`config.mk`:
```
export PLATFORM = sky130hd
export DESIGN_NAME = rsp_packet_deframer
export DESIGN_NICKNAME = d
export VERILOG_FILES = /design/src/rtl/rspd_pkg.sv /design/src/rtl/rspd_front.sv /design/src/rtl/rspd_fifo.sv /design/src/rtl/rspd_back.sv /design/src/rtl/rsp_packet_deframer.sv
export SDC_FILE = /design/constraint.sdc
export NUM_CORES = 1
export LEC_CHECK = 0
export BUFFER_PORTS_ARGS = -buffer_cell sky130_fd_sc_hd__buf_2
export CAP_MARGIN = 10
export CORE_ASPECT_RATIO = 1.1
export CORE_MARGIN = 2
export CORE_UTILIZATION = 25
export DETAILED_ROUTE_END_ITERATION = 6
export HOLD_SLACK_MARGIN = 0.06
export PLACE_DENSITY = 0.51
export SLEW_MARGIN = 20
export SYNTH_ARGS = -nofsm -noshare
export SYNTH_HDL_FRONTEND = slang
export SYNTH_SLANG_ARGS = --single-unit
```
`constraint.sdc`:
```
create_clock -name clk -period 4.2 [get_ports clk]
set_clock_uncertainty 0.15 [all_clocks]
set_input_delay 0.42 -clock clk [delete_from_list [all_inputs] [get_ports clk]]
set_output_delay 0.42 -clock clk [all_outputs]
set_load 0.03 [all_outputs]
```
`src/rtl/rspd_pkg.sv`:
```
// shared types, constants and helpers for the rsp packet deframer
package rspd_pkg;

  localparam int FIFO_DEPTH = 4;
  localparam int FIFO_AW    = $clog2(FIFO_DEPTH);
  localparam int FIFO_CW    = $clog2(FIFO_DEPTH + 1);

  localparam logic [7:0] CH_START = 8'h24;
  localparam logic [7:0] CH_END   = 8'h23;
  localparam logic [7:0] CH_ACK   = 8'h2B;
  localparam logic [7:0] CH_NACK  = 8'h2D;
  localparam logic [7:0] CH_INTR  = 8'h03;

  typedef enum logic [2:0] {
    EV_PAYLOAD = 3'd0,
    EV_ACCEPT  = 3'd1,
    EV_REJECT  = 3'd2,
    EV_INTR    = 3'd3,
    EV_STRAY   = 3'd4
  } event_kind_t;

  typedef struct packed {
    logic [7:0] rx_byte;
    logic       chunk_end;
  } in_item_t;

  typedef struct packed {
    event_kind_t event_kind;
    logic [7:0]  payload_byte;
    logic        reply_valid;
    logic [7:0]  reply_byte;
    logic [7:0]  computed_sum;
  } out_item_t;

  // classified event between front and back: data is payload byte or packet sum
  typedef struct packed {
    event_kind_t kind;
    logic [7:0]  data;
  } ev_rec_t;

  typedef struct packed {
    logic       ok;
    logic [3:0] val;
  } hex_t;

  function automatic hex_t hex_decode(logic [7:0] c);
    hex_t h;
    h.ok  = 1'b1;
    h.val = 4'd0;
    if (c >= 8'h30 && c <= 8'h39) begin
      h.val = 4'(c - 8'h30);
    end else if (c >= 8'h61 && c <= 8'h66) begin
      h.val = 4'(c - 8'h57);
    end else if (c >= 8'h41 && c <= 8'h46) begin
      h.val = 4'(c - 8'h37);
    end else begin
      h.ok = 1'b0;
    end
    return h;
  endfunction

endpackage

```
`src/rtl/rspd_front.sv`:
```
// front end: byte classification, packet phase tracking and checksum
module rspd_front (
  input  logic              clk,
  input  logic              rst_n,
  input  logic              accept,
  input  rspd_pkg::in_item_t item,
  output logic              ev_valid,
  output rspd_pkg::ev_rec_t  ev
);

  typedef enum logic [4:0] {
    PH_IDLE    = 5'b00001,
    PH_DISCARD = 5'b00010,
    PH_PAYLOAD = 5'b00100,
    PH_CSUM_HI = 5'b01000,
    PH_CSUM_LO = 5'b10000
  } phase_t;

  phase_t         phase_r, phase_nxt;
  logic [7:0]     sum_r, sum_nxt;
  logic [3:0]     hi_r, hi_nxt;
  logic           hi_bad_r, hi_bad_nxt;
  rspd_pkg::hex_t hx;

  assign hx = rspd_pkg::hex_decode(item.rx_byte);

  always_comb begin
    phase_nxt  = phase_r;
    sum_nxt    = sum_r;
    hi_nxt     = hi_r;
    hi_bad_nxt = hi_bad_r;
    ev_valid   = 1'b0;
    ev.kind    = rspd_pkg::EV_PAYLOAD;
    ev.data    = 8'd0;
    if (accept) begin
      unique case (phase_r)
        PH_DISCARD: begin
          if (item.chunk_end) phase_nxt = PH_IDLE;
        end
        PH_PAYLOAD: begin
          if (item.rx_byte == rspd_pkg::CH_END) begin
            phase_nxt = PH_CSUM_HI;
          end else begin
            sum_nxt  = sum_r + item.rx_byte;
            ev_valid = 1'b1;
            ev.kind  = rspd_pkg::EV_PAYLOAD;
            ev.data  = item.rx_byte;
          end
        end
        PH_CSUM_HI: begin
          hi_bad_nxt = ~hx.ok;
          hi_nxt     = hx.val;
          phase_nxt  = PH_CSUM_LO;
        end
        PH_CSUM_LO: begin
          phase_nxt = PH_IDLE;
          ev_valid  = 1'b1;
          ev.data   = sum_r;
          if (hx.ok && !hi_bad_r && {hi_r, hx.val} == sum_r) begin
            ev.kind = rspd_pkg::EV_ACCEPT;
          end else begin
            ev.kind = rspd_pkg::EV_REJECT;
          end
        end
        default: begin
          phase_nxt = PH_IDLE;
          if (item.rx_byte == rspd_pkg::CH_ACK || item.rx_byte == rspd_pkg::CH_NACK) begin
            // stray acks outside a packet are dropped
          end else if (item.rx_byte == rspd_pkg::CH_INTR) begin
            ev_valid = 1'b1;
            ev.kind  = rspd_pkg::EV_INTR;
          end else if (item.rx_byte == rspd_pkg::CH_START) begin
            sum_nxt    = 8'd0;
            hi_nxt     = 4'd0;
            hi_bad_nxt = 1'b0;
            phase_nxt  = PH_PAYLOAD;
          end else begin
            ev_valid = 1'b1;
            ev.kind  = rspd_pkg::EV_STRAY;
            // rest of the chunk is thrown away
            if (!item.chunk_end) phase_nxt = PH_DISCARD;
          end
        end
      endcase
    end
  end

  always_ff @(posedge clk) begin
    if (!rst_n) begin
      phase_r  <= PH_IDLE;
      sum_r    <= 8'd0;
      hi_r     <= 4'd0;
      hi_bad_r <= 1'b0;
    end else begin
      phase_r  <= phase_nxt;
      sum_r    <= sum_nxt;
      hi_r     <= hi_nxt;
      hi_bad_r <= hi_bad_nxt;
    end
  end

endmodule

```
`src/rtl/rspd_fifo.sv`:
```
// short event queue between front and back
module rspd_fifo (
  input  logic             clk,
  input  logic             rst_n,
  input  logic             wr_en,
  input  rspd_pkg::ev_rec_t wr_data,
  output logic             full,
  input  logic             rd_en,
  output logic             rd_valid,
  output rspd_pkg::ev_rec_t rd_data
);

  rspd_pkg::ev_rec_t             mem_r [rspd_pkg::FIFO_DEPTH];
  logic [rspd_pkg::FIFO_AW-1:0]  wr_ptr_r, rd_ptr_r;
  logic [rspd_pkg::FIFO_CW-1:0]  count_r;
  logic                          do_wr, do_rd;

  assign full     = (count_r == rspd_pkg::FIFO_CW'(rspd_pkg::FIFO_DEPTH));
  assign rd_valid = (count_r != '0);
  assign rd_data  = mem_r[rd_ptr_r];
  assign do_wr    = wr_en && !full;
  assign do_rd    = rd_en && rd_valid;

  always_ff @(posedge clk) begin
    if (do_wr) mem_r[wr_ptr_r] <= wr_data;
  end

  always_ff @(posedge clk) begin
    if (!rst_n) begin
      wr_ptr_r <= '0;
      rd_ptr_r <= '0;
      count_r  <= '0;
    end else begin
      if (do_wr) wr_ptr_r <= wr_ptr_r + 1'b1;
      if (do_rd) rd_ptr_r <= rd_ptr_r + 1'b1;
      if (do_wr && !do_rd) begin
        count_r <= count_r + 1'b1;
      end else if (do_rd && !do_wr) begin
        count_r <= count_r - 1'b1;
      end
    end
  end

endmodule

```
`src/rtl/rspd_back.sv`:
```
// back end: result formatting, ack mode register and output register
module rspd_back (
  input  logic               clk,
  input  logic               rst_n,
  input  logic               ev_valid,
  input  rspd_pkg::ev_rec_t   ev,
  output logic               ev_pop,
  input  logic               cfg_valid,
  input  logic               cfg_data,
  output logic               cfg_ready,
  input  logic               pop,
  output logic               empty,
  output rspd_pkg::out_item_t out_data
);

  logic                out_valid_r;
  rspd_pkg::out_item_t out_r, out_nxt;
  logic                ack_en_r;
  logic                load;
  logic                pos_reply;

  assign cfg_ready = 1'b1;
  assign load      = ev_valid && (!out_valid_r || pop);
  assign ev_pop    = load;
  assign empty     = ~out_valid_r;
  assign out_data  = out_r;

  always_comb begin
    out_nxt            = '0;
    out_nxt.event_kind = ev.kind;
    pos_reply          = 1'b0;
    case (ev.kind)
      rspd_pkg::EV_PAYLOAD: begin
        out_nxt.payload_byte = ev.data;
      end
      rspd_pkg::EV_ACCEPT: begin
        out_nxt.computed_sum = ev.data;
        pos_reply            = 1'b1;
      end
      rspd_pkg::EV_REJECT: begin
        out_nxt.computed_sum = ev.data;
      end
      rspd_pkg::EV_INTR: begin
        pos_reply = 1'b1;
      end
      default: begin
      end
    endcase
    // every event but payload answers the host unless in no-ack mode
    if (ev.kind != rspd_pkg::EV_PAYLOAD && ack_en_r) begin
      out_nxt.reply_valid = 1'b1;
      out_nxt.reply_byte  = pos_reply ? rspd_pkg::CH_ACK : rspd_pkg::CH_NACK;
    end
  end

  always_ff @(posedge clk) begin
    if (load) out_r <= out_nxt;
  end

  always_ff @(posedge clk) begin
    if (!rst_n) begin
      out_valid_r <= 1'b0;
      ack_en_r    <= 1'b1;
    end else begin
      if (load) begin
        out_valid_r <= 1'b1;
      end else if (pop) begin
        out_valid_r <= 1'b0;
      end
      if (cfg_valid) ack_en_r <= cfg_data;
    end
  end

endmodule

```
`src/rtl/rsp_packet_deframer.sv`:
```
// top level of the rsp packet deframer
//
// Input side is a queue write port: a byte with its chunk-end flag is
// transferred when push is high and full is low. Results leave through a
// queue read port: while empty is low the oldest result sits on out_data
// and is transferred when pop is high. One event record (payload byte,
// packet accepted or rejected, interrupt, stray byte) leaves per byte at
// most; framing bytes and discarded bytes give none.
// The ack mode bit is written through cfg_valid/cfg_data; cfg_ready is
// always high. Write it only while no result is outstanding.
// Path: the front writes the event record into the event queue at the
// transfer edge; the output register loads it from the queue once that
// register is empty or being popped.
// Throughput: one byte per cycle while full is low; the front next-state
// logic and 8-bit checksum add are combinational.
// Reset: phase returns to idle outside any packet, the queue and output
// register empty, ack mode is on.
// Receiver stall: the four-entry event queue plus output register absorb
// results; full rises only once they are all occupied.
module rsp_packet_deframer (
  input  logic                clk,
  input  logic                rst_n,
  input  logic                push,
  output logic                full,
  input  rspd_pkg::in_item_t   in_data,
  input  logic                pop,
  output logic                empty,
  output rspd_pkg::out_item_t  out_data,
  input  logic                cfg_valid,
  output logic                cfg_ready,
  input  logic                cfg_data
);

  logic              accept;
  logic              fr_valid;
  rspd_pkg::ev_rec_t fr_ev;
  logic              q_valid;
  rspd_pkg::ev_rec_t q_ev;
  logic              q_pop;

  assign accept = push && !full;

  rspd_front u_front (
    .clk      (clk),
    .rst_n    (rst_n),
    .accept   (accept),
    .item     (in_data),
    .ev_valid (fr_valid),
    .ev       (fr_ev)
  );

  rspd_fifo u_fifo (
    .clk      (clk),
    .rst_n    (rst_n),
    .wr_en    (fr_valid),
    .wr_data  (fr_ev),
    .full     (full),
    .rd_en    (q_pop),
    .rd_valid (q_valid),
    .rd_data  (q_ev)
  );

  rspd_back u_back (
    .clk       (clk),
    .rst_n     (rst_n),
    .ev_valid  (q_valid),
    .ev        (q_ev),
    .ev_pop    (q_pop),
    .cfg_valid (cfg_valid),
    .cfg_data  (cfg_data),
    .cfg_ready (cfg_ready),
    .pop       (pop),
    .empty     (empty),
    .out_data  (out_data)
  );

endmodule

```
# [Yosys cells after proc, flatten, opt, wreduce, memory -nomap -nowiden]
# Memory sizes are Yosys's and may differ from the RTL's. A register that Yosys moved wholly into a read port is not among the register bits.
# Cells that the tools add are included.
[totals] register_bits=55 mem_bits_rw=44 output_inout_bits=31 word_cells=139 memories=1
[memory_table] memory="u_fifo.mem_r" depth=4 word_bits=11 read_ports=1 rd_clocked_by_memory_dff=1 wr=1 line_no="rspd_fifo.sv:13" text="rspd_pkg::ev_rec_t mem_r [rspd_pkg::FIFO_DEPTH];"
[classes] n_addsub=8 n_lt_le_gt_ge=6 eq_ne=21 n_mux=51 n_bitwise=4 reduce_logical=34
[op_table] cell="8-bit two-way mux" n=5
[op_table] cell="8-bit by 6-bit equality test with 1-bit output (second input constant)" n=4
[op_table] cell="8-bit one-hot mux with 2 select lines" n=2
[op_table] cell="4-bit two-way mux" n=6
[op_table] cell="3-bit two-way mux" n=7
[op_table] cell="5-bit two-way mux" n=4
[op_table] cell="5-bit one-hot mux with 4 select lines" n=1
[op_table] cell="8-bit by 7-bit greater-or-equal comparator with 1-bit output (second input constant)" n=2
[op_table] cell="8-bit by 7-bit less-or-equal comparator with 1-bit output (second input constant)" n=2
[op_table] cell="1-bit two-way mux" n=16
[op_table] cell="1-bit logical AND" n=12
[op_table] cell="2-bit inequality test (second input constant)" n=6
[op_table] cell="11-bit two-way mux" n=1
[op_table] cell="9-bit two-way mux" n=1
[op_table] cell="3-bit one-hot mux with 3 select lines" n=1
[op_table] cell="8-bit adder" n=1
[op_table] cell="8-bit by 2-bit equality test with 1-bit output (second input constant)" n=1
[op_table] cell="8-bit equality test" n=1
[op_table] cell="8-bit by 6-bit greater-or-equal comparator with 1-bit output (second input constant)" n=1
[op_table] cell="8-bit by 6-bit less-or-equal comparator with 1-bit output (second input constant)" n=1
[op_table] cell="2-bit two-way mux" n=4
[op_table] cell="4-bit one-hot mux with 2 select lines" n=1
[op_table] cell="2-bit nonzero test" n=4
[op_table] cell="4-bit by 3-bit subtractor with 4-bit output (second input constant)" n=2
[op_table] cell="other kinds (24)" n=38

# [Logic depth before layout (Yosys ltp)]
# Gate-level depths: netlist of run 1.
[logic_depth] ltp_word=11 mapped_depth=14 depth_no_buf=13

# [Modules after synthesis]
# From an unflattened synthesis of run 1, not the netlist that was laid out.
[hier_totals] hier_cells=390 hier_area_um2=4823.4
[modules_own_cells] module="rspd_fifo" instances=1 cells_per_inst=105 area_each_um2=2072.0
[modules_own_cells] module="rspd_front" instances=1 cells_per_inst=212 area_each_um2=1745.4
[modules_own_cells] module="rspd_back" instances=1 cells_per_inst=72 area_each_um2=992.2
[modules_own_cells] module="rsp_packet_deframer" instances=1 cells_per_inst=1 area_each_um2=13.8

# [Worst setup path before layout of run 1]
# OpenSTA, ideal clock, no wires.
[synth_timing] kind="flip-flop to flip-flop" from="register u_fifo.count_r[0] in the netlist's numbering" to="register u_fifo.count_r[2] in the netlist's numbering" t_arrival_ns=2.872 slack_ns=1.102 stages_incl_launch_ff=10 path_buffers=0 period_less_slack_ns=3.098 path_cell_list="dfxtp_1 nor3_1 a21oi_1 inv_1 ha_1 inv_1 fa_1 xor2_1 or3_1 a21boi_0"
[synth_via] word_cells_on_any_way=17 cone_classes="add/sub (2); eq/ne (1); mux (3); reduce/logical (11)"
[synth_rtl] item="start, declared" line_no="rspd_fifo.sv:15" text="logic [rspd_pkg::FIFO_CW-1:0] count_r;"
[synth_rtl] item="start signal, assigned" line_no="rspd_fifo.sv:37" text="count_r <= count_r + 1'b1;"
[synth_rtl] item="start signal, assigned" line_no="rspd_fifo.sv:39" text="count_r <= count_r - 1'b1;"
[synth_rtl] item="3-bit nonzero test *" line_no="rspd_fifo.sv:19" text="assign rd_valid = (count_r != '0);"
[synth_rtl] item="1-bit logical AND *" line_no="rspd_back.sv:23" text="assign load = ev_valid && (!out_valid_r || pop);"
[synth_rtl] item="net q_pop" line_no="rsp_packet_deframer.sv:39" text="logic q_pop;"
[synth_rtl] item="1-bit logical AND *" line_no="rspd_fifo.sv:22" text="assign do_rd = rd_en && rd_valid;"
[synth_rtl] item="1-bit zero test" line_no="rspd_fifo.sv:36" text="if (do_wr && !do_rd) begin"
[synth_rtl] item="1-bit logical AND" line_no="rspd_fifo.sv:36"
[synth_rtl] item="3-bit two-way mux or 2-bit nonzero test (tied branches)"
# Mark *: on every way through the listed nets, which the timed path passes. The rest lies on a longest branch. The select of a mux whose other input is x is not followed.
# A chain may end at the register's enable or synchronous reset.

# [Final worst setup path of run 1]
[layout_timing] from="register u_front.phase_r[1]" to="register u_fifo.count_r[2] in the netlist's numbering"
[layout_via] elab_chain_cells=8 word_cells_on_any_way=13 cone_classes="eq/ne (4); mux (3); reduce/logical (6)"
[layout_rtl] item="start, declared" line_no="rspd_front.sv:19" text="phase_t phase_r, phase_nxt;"
[layout_rtl] item="start signal, assigned" line_no="rspd_front.sv:95" text="phase_r <= phase_nxt;"
[layout_rtl] item="5-bit by 2-bit equality test with 1-bit output or 5-bit by 4-bit equality test with 1-bit output (tied branches)" line_no="rspd_front.sv:36" text="unique case (phase_r)"
[layout_rtl] item="2-bit OR reduction (no line)"
[layout_rtl] item="1-bit one-hot mux with 3 select lines *" line_no="rspd_front.sv:36"
[layout_rtl] item="1-bit two-way mux *" line_no="rspd_front.sv:35" text="if (accept) begin"
[layout_rtl] item="1-bit logical AND *" line_no="rspd_fifo.sv:21" text="assign do_wr = wr_en && !full;"
[layout_rtl] item="1-bit zero test" line_no="rspd_fifo.sv:38" text="end else if (do_rd && !do_wr) begin"
[layout_rtl] item="1-bit logical AND" line_no="rspd_fifo.sv:38"
[layout_rtl] item="2-bit nonzero test (no line)"
# Mark *: on every way between the ends. The rest lies on a longest branch, timed or not.

==> results.sh, run 1 <==
export IMPL_wl_met3_um=439
export IMPL_cts_made_buffers=9
export IMPL_drc=0
export IMPL_arrival_ps=3380
export IMPL_yosys_warnings=0
export IMPL_tightest_slew_ps=954
export IMPL_ant_nets=0
export IMPL_via_per_inst=4.44
export IMPL_synth_cells=390
export IMPL_critPathCaptureType="flop"
export IMPL_hp_class="in -> reg"
export IMPL_clk_latency_ps=340
export IMPL_hold_viol=0
export IMPL_rows=52
export IMPL_h_tree_depth=3
export IMPL_slew_viol_final=0
export IMPL_pre_cts_ws_ps=961
export IMPL_postCtsSetupBuffers=0
export IMPL_ys_ff_latch=96
export IMPL_avgRoutedWirePerCell_um=14.6
export IMPL_syn_to_final_growth_pct=14.8
export IMPL_first_pass_iters=4
export IMPL_grt_ovfl_total=0
export IMPL_wl_met2_um=4680
export IMPL_async_flop_share=0
export IMPL_ir_drop_mv=0.366
export IMPL_final_common_cell="edfxtp_1"
export IMPL_hold_buffers=0
export IMPL_layout_common_cells="edfxtp_1 (67), buf_2 (41), dfxtp_1 (29)"
export IMPL_maxUsedRoutingLayer="met4"
export IMPL_clockRootBuffer="clkbuf_16"
export IMPL_rsz0062_at_grt="false"
export IMPL_initial_utilization=0.256
export IMPL_required_ps=4310
export IMPL_place_hpwl_um=7160
export IMPL_synth_seq_area_share=0.547
export IMPL_layout_nets=459
export IMPL_clk_path_buf_depth=2
export IMPL_cts_sinks=96
export IMPL_critPathKind="reg -> reg"
export IMPL_min_period_ps=3270
export IMPL_fin_ws_ps=928
export IMPL_seq_area_um2=2590
export IMPL_core_area_um2=18500
export IMPL_pwr_density_cell_nw_per_um2=552
export IMPL_finalCritPeriodShare=0.779
export IMPL_maxCapViolations=0
export IMPL_avgSynthCellArea_um2=12.1
export IMPL_leakage_nw=1.98
export IMPL_die_w_um=135
export IMPL_grt_max_degree=31
export IMPL_multi_input_area_um2=1990
export IMPL_grt_pass1_vias=2998
export IMPL_ys_types=56
export IMPL_fill_cells=1897
export IMPL_synth_edf_count=67
export IMPL_cts_resized=0
export IMPL_syn_area_um2=4740
export IMPL_drive_gt1_frac=0.174
export IMPL_fin_util=0.294
export IMPL_io_buffers=41
export IMPL_max_slew_margin=0.364
export IMPL_crit_path_start_kind="flop"
export IMPL_path_clk_slew_ps=60
export IMPL_drt_iter0_drc=153
export IMPL_synth_ff_type="edfxtp_1"
export IMPL_finalWirelength_um=9840
export IMPL_cts_tree="done"
export IMPL_setup_tns_ps=0
export IMPL_antenna_found_initial=0
export IMPL_grt_total_usage=0.102
export IMPL_grt_first_pass_wirelength_um=15800
export IMPL_die_area_um2=20100
export IMPL_critPathMaxFanout=13
export IMPL_io_pins=46
export IMPL_vias=2991
export IMPL_place_gp_congestion=0.845
export IMPL_antenna_cells=0
export IMPL_wl_met1_um=4460
export IMPL_die_y_um=148
export IMPL_setup_viol=0
export IMPL_fmax_ghz=0.306
export IMPL_status="finished clean"
[sequential cells by signal, summed over array words and instances (netlist names), named ones only]
name,count
u_back.ack_en_r,1
u_fifo.wr_ptr_r,2
u_front.phase_r,5
u_front.sum_r,8
u_fifo.mem_r,44
u_back.out_data,23
u_back.out_valid_r,1
u_front.hi_bad_r,1
u_front.hi_r,4
u_fifo.count_r,3
u_fifo.rd_ptr_r,2
[final timing paths]
kind | from | to | slack (ps) | cells past startpoint
worst max-delay path | u_front.phase_r[1]$_SDFFE_PN0P_ | u_fifo.count_r[2]$_SDFFE_PN0P_ | 930 | 11
worst min-delay path | cfg_data | u_back.ack_en_r$_SDFFE_PN1P_ | 180 | 3
worst max register to register | u_front.phase_r[1]$_SDFFE_PN0P_ | u_fifo.count_r[2]$_SDFFE_PN0P_ | 930 | 11
worst min register to register | u_fifo.wr_ptr_r[0]$_SDFFE_PN0P_ | u_fifo.wr_ptr_r[0]$_SDFFE_PN0P_ | 360 | 2
[power breakdown]
part,switching (mW),internal [mW]
Sequential,0.0918,1.26
Clock,0.345,0.401
Combinational,0.587,0.318
Total,1.02,1.98
[cells in the mapped netlist, drive strengths merged, types with 3 or more instances]
master | instances | area (um2)
nor2b | 16 | 100
o211ai | 3 | 22.5
and2 | 27 | 169
o31ai | 3 | 27.5
a22oi | 13 | 97.6
mux2i | 8 | 80.1
o21bai | 3 | 22.5
nand2 | 17 | 63.8
buf | 11 | 68.8
o21ai | 10 | 50.0
edfxtp | 67 | 2010
nor2 | 21 | 78.8
nand3b | 4 | 33.8
clkbuf | 8 | 30.0
nand3 | 9 | 45.0
nor4b | 3 | 26.3
xor2 | 10 | 87.6
a21oi | 15 | 75.1
or3 | 4 | 25.0
nor3 | 10 | 60.1
inv | 17 | 63.8
nand4 | 4 | 25.0
dfxtp | 29 | 581
a21boi | 9 | 78.8
mux4 | 11 | 248
ha | 16 | 200
nand2b | 11 | 68.8
xnor2 | 9 | 86.3
[worst max-delay path: stages, from the launching register on]
cell and delay (ps):
dfxtp_1 480, nor2_1 120, and3_1 340, nand3b_2 360, nor2_1 130, o31a_1 290
ha_1 240, inv_1 60, fa_1 370, xor2_1 160, or3_1 300, a21boi_0 180
[stage by stage]
step                      cells  hold slack (ps)  area [um2]  power (mW)
after floorplan             392              298        4750        2.06
after global routing        674              185        5440        3.18
after CTS                   674              159        5440        3.06
after global placement      658              333        5170        2.28
final                       674              179        5440        3.00
after detailed placement    658              346        5170        2.30
[logic make-up (layout without fill, tap and decap cells)]
group / after synthesis / in the layout / synth area share
adder cells (fa/ha/maj): 18 / 18 / 0.0507
flip-flops: 96 / 96 / 0.547
buffers and inverters: 36 / 75 / 0.0343
AND/OR/NAND/NOR: 132 / 132 / 0.157
XOR/XNOR: 19 / 19 / 0.0367
AO/OA/AOI/OAI: 68 / 68 / 0.104
multiplexers: 19 / 19 / 0.0692
other: 2 / 4 / 0.00158
[area by class of cell]
type	count	area share
clock buffers	9	0.0414
clock inverters	7	0.00851
inverters	17	0.0117
multi-input cells	260	0.367
flip-flops and latches	96	0.477
well taps	243	0.0559
repair buffers	42	0.0391
[layer usage]
layer / up-vias / global-route usage
li1: 1487 / -
met1: 1412 / 0.124
met2: 76 / 0.170
met3: 16 / 0.0300
met4: 0 / 0.0406
met5: - / 0
No activity file was read; power rests on OpenSTA's default activity.
==> inputs of run 2 (changes only) <==
- clock period: 4.2 -> 3.45 ns (I/O delays scaled with it)
==> results.sh, run 2 (synthesized netlist as in run 1, its figures left out) <==
export IMPL_place_hpwl_um=6950
export IMPL_fin_util=0.296
export IMPL_pre_cts_ws_ps=237
export IMPL_reg2regPathDepth=11
export IMPL_required_ps=3570
export IMPL_critPathMaxFanout=8
export IMPL_critPathKind="reg -> reg"
export IMPL_clockRootBuffer="clkbuf_16"
export IMPL_setup_viol=0
export IMPL_max_slew_margin=0.592
export IMPL_finalWirelength_um=9500
export IMPL_status="finished clean"
export IMPL_syn_to_final_growth_pct=15.6
export IMPL_die_area_um2=20100
export IMPL_hold_viol=0
export IMPL_final_common_cell="edfxtp_1"
export IMPL_grt_first_pass_wirelength_um=15600
export IMPL_drt_iter0_drc=223
export IMPL_place_gp_congestion=0.845
export IMPL_leakage_nw=2.01
export IMPL_avgRoutedWirePerCell_um=14.0
export IMPL_tightest_slew_ps=612
export IMPL_clk_latency_ps=350
export IMPL_io_buffers=41
export IMPL_drc=0
export IMPL_vias=3052
export IMPL_rows=52
export IMPL_layout_common_cells="edfxtp_1 (67), buf_2 (41), dfxtp_1 (29)"
export IMPL_first_pass_iters=4
export IMPL_setup_tns_ps=0
export IMPL_core_area_um2=18500
export IMPL_grt_ovfl_total=0
export IMPL_via_per_inst=4.50
export IMPL_ir_drop_mv=0.382
export IMPL_holdWs_ps=81.2
export IMPL_cts_tree="done"
export IMPL_crit_path_start_kind="flop"
export IMPL_cts_sinks=96
export IMPL_die_y_um=148
export IMPL_holdPathStages=3
export IMPL_io_pins=46
export IMPL_fin_ws_ps=395
export IMPL_maxCapViolations=0
export IMPL_regMostFlops="u_fifo.mem_r"
export IMPL_largest_reg_flops=44
export IMPL_pwr_density_cell_nw_per_um2=672
export IMPL_path_clk_slew_ps=70
export IMPL_grt_total_usage=0.100
export IMPL_power_total_mw=3.68
export IMPL_grt_max_degree=31
export IMPL_cts_made_buffers=9
export IMPL_critPathCaptureType="flop"
export IMPL_antenna_cells=0
export IMPL_grt_pass1_vias=3004
export IMPL_ant_nets=0
export IMPL_antenna_found_initial=0
export IMPL_arrival_ps=3170
export IMPL_min_period_ps=3050
export IMPL_rsz0062_at_grt="false"
export IMPL_clk_path_buf_depth=2
export IMPL_hold_buffers=0
export IMPL_fmax_ghz=0.327
export IMPL_h_tree_depth=3
export IMPL_initial_utilization=0.256
export IMPL_drive_gt1_frac=0.184
export IMPL_layout_nets=463
export IMPL_slew_viol_final=0
export IMPL_die_w_um=135
export IMPL_finalCritPeriodShare=0.885
export IMPL_hp_class="in -> reg"
## run 2: cell types whose count changed in the layout (fill, tap and decap cells not counted)
cell,before,now
clkbuf_1,0,2
inv_8,0,1
inv_6,2,1
clkinv_1,2,0
buf_4,1,5
nor3_1,8,7
nor3_2,2,3
## run 2: worst max-delay path: stages, from the launching register on
cell and delay [ps]:
dfxtp_1 500, nor2_1 120, and3_1 190, nand3b_2 290
nor2_1 140, o31a_1 280, ha_1 240, inv_1 60
fa_1 370, xor2_1 150, or3_1 300, a21boi_0 190
## run 2: worst paths after layout
kind                                                 startpoint  slack (ps)                              to
worst min-delay path                                   cfg_data          80    u_back.ack_en_r$_SDFFE_PN1P_
worst max-delay path            u_front.phase_r[1]$_SDFFE_PN0P_         400  u_fifo.count_r[2]$_SDFFE_PN0P_
worst min register to register     u_back.ack_en_r$_SDFFE_PN1P_         350    u_back.ack_en_r$_SDFFE_PN1P_
worst max register to register  u_front.phase_r[1]$_SDFFE_PN0P_         400  u_fifo.count_r[2]$_SDFFE_PN0P_
## run 2: metal layers
layer,vias up,GRT usage,routed length [um]
met4,0,0.0448,224
met2,87,0.161,4440
met3,18,0.0266,476
li1,1495,-,-
met5,-,0,0
met1,1452,0.127,4360
## run 2: through the flow
stage,std cells,instance area (um2)
finish,678,5480
global placement,662,5200
global route,678,5480
floorplan,392,4750
detailed placement,662,5200
CTS,678,5470
## run 2: cell type report
type	count	area [um2]
inverter	17	63.8
sequential	96	2590
fill	1888	13000
tap	243	304
multi-input combinational	260	2000
clock inverter	5	41.3
clock buffer	11	233
timing repair buffer	46	243
## run 2: where the power goes
group          switching (mW)  total [mW]  internal (mW)
clock network           0.439       0.936          0.497
logic                   0.737        1.13          0.393
registers              0.0859        1.62           1.53
## run 2: what timing repair did
action,4_1_cts,5_1_grt
setup buffers,0,0
resized for setup,0,1
setup endpoints to repair,0,1
hold endpoints to repair,0,0
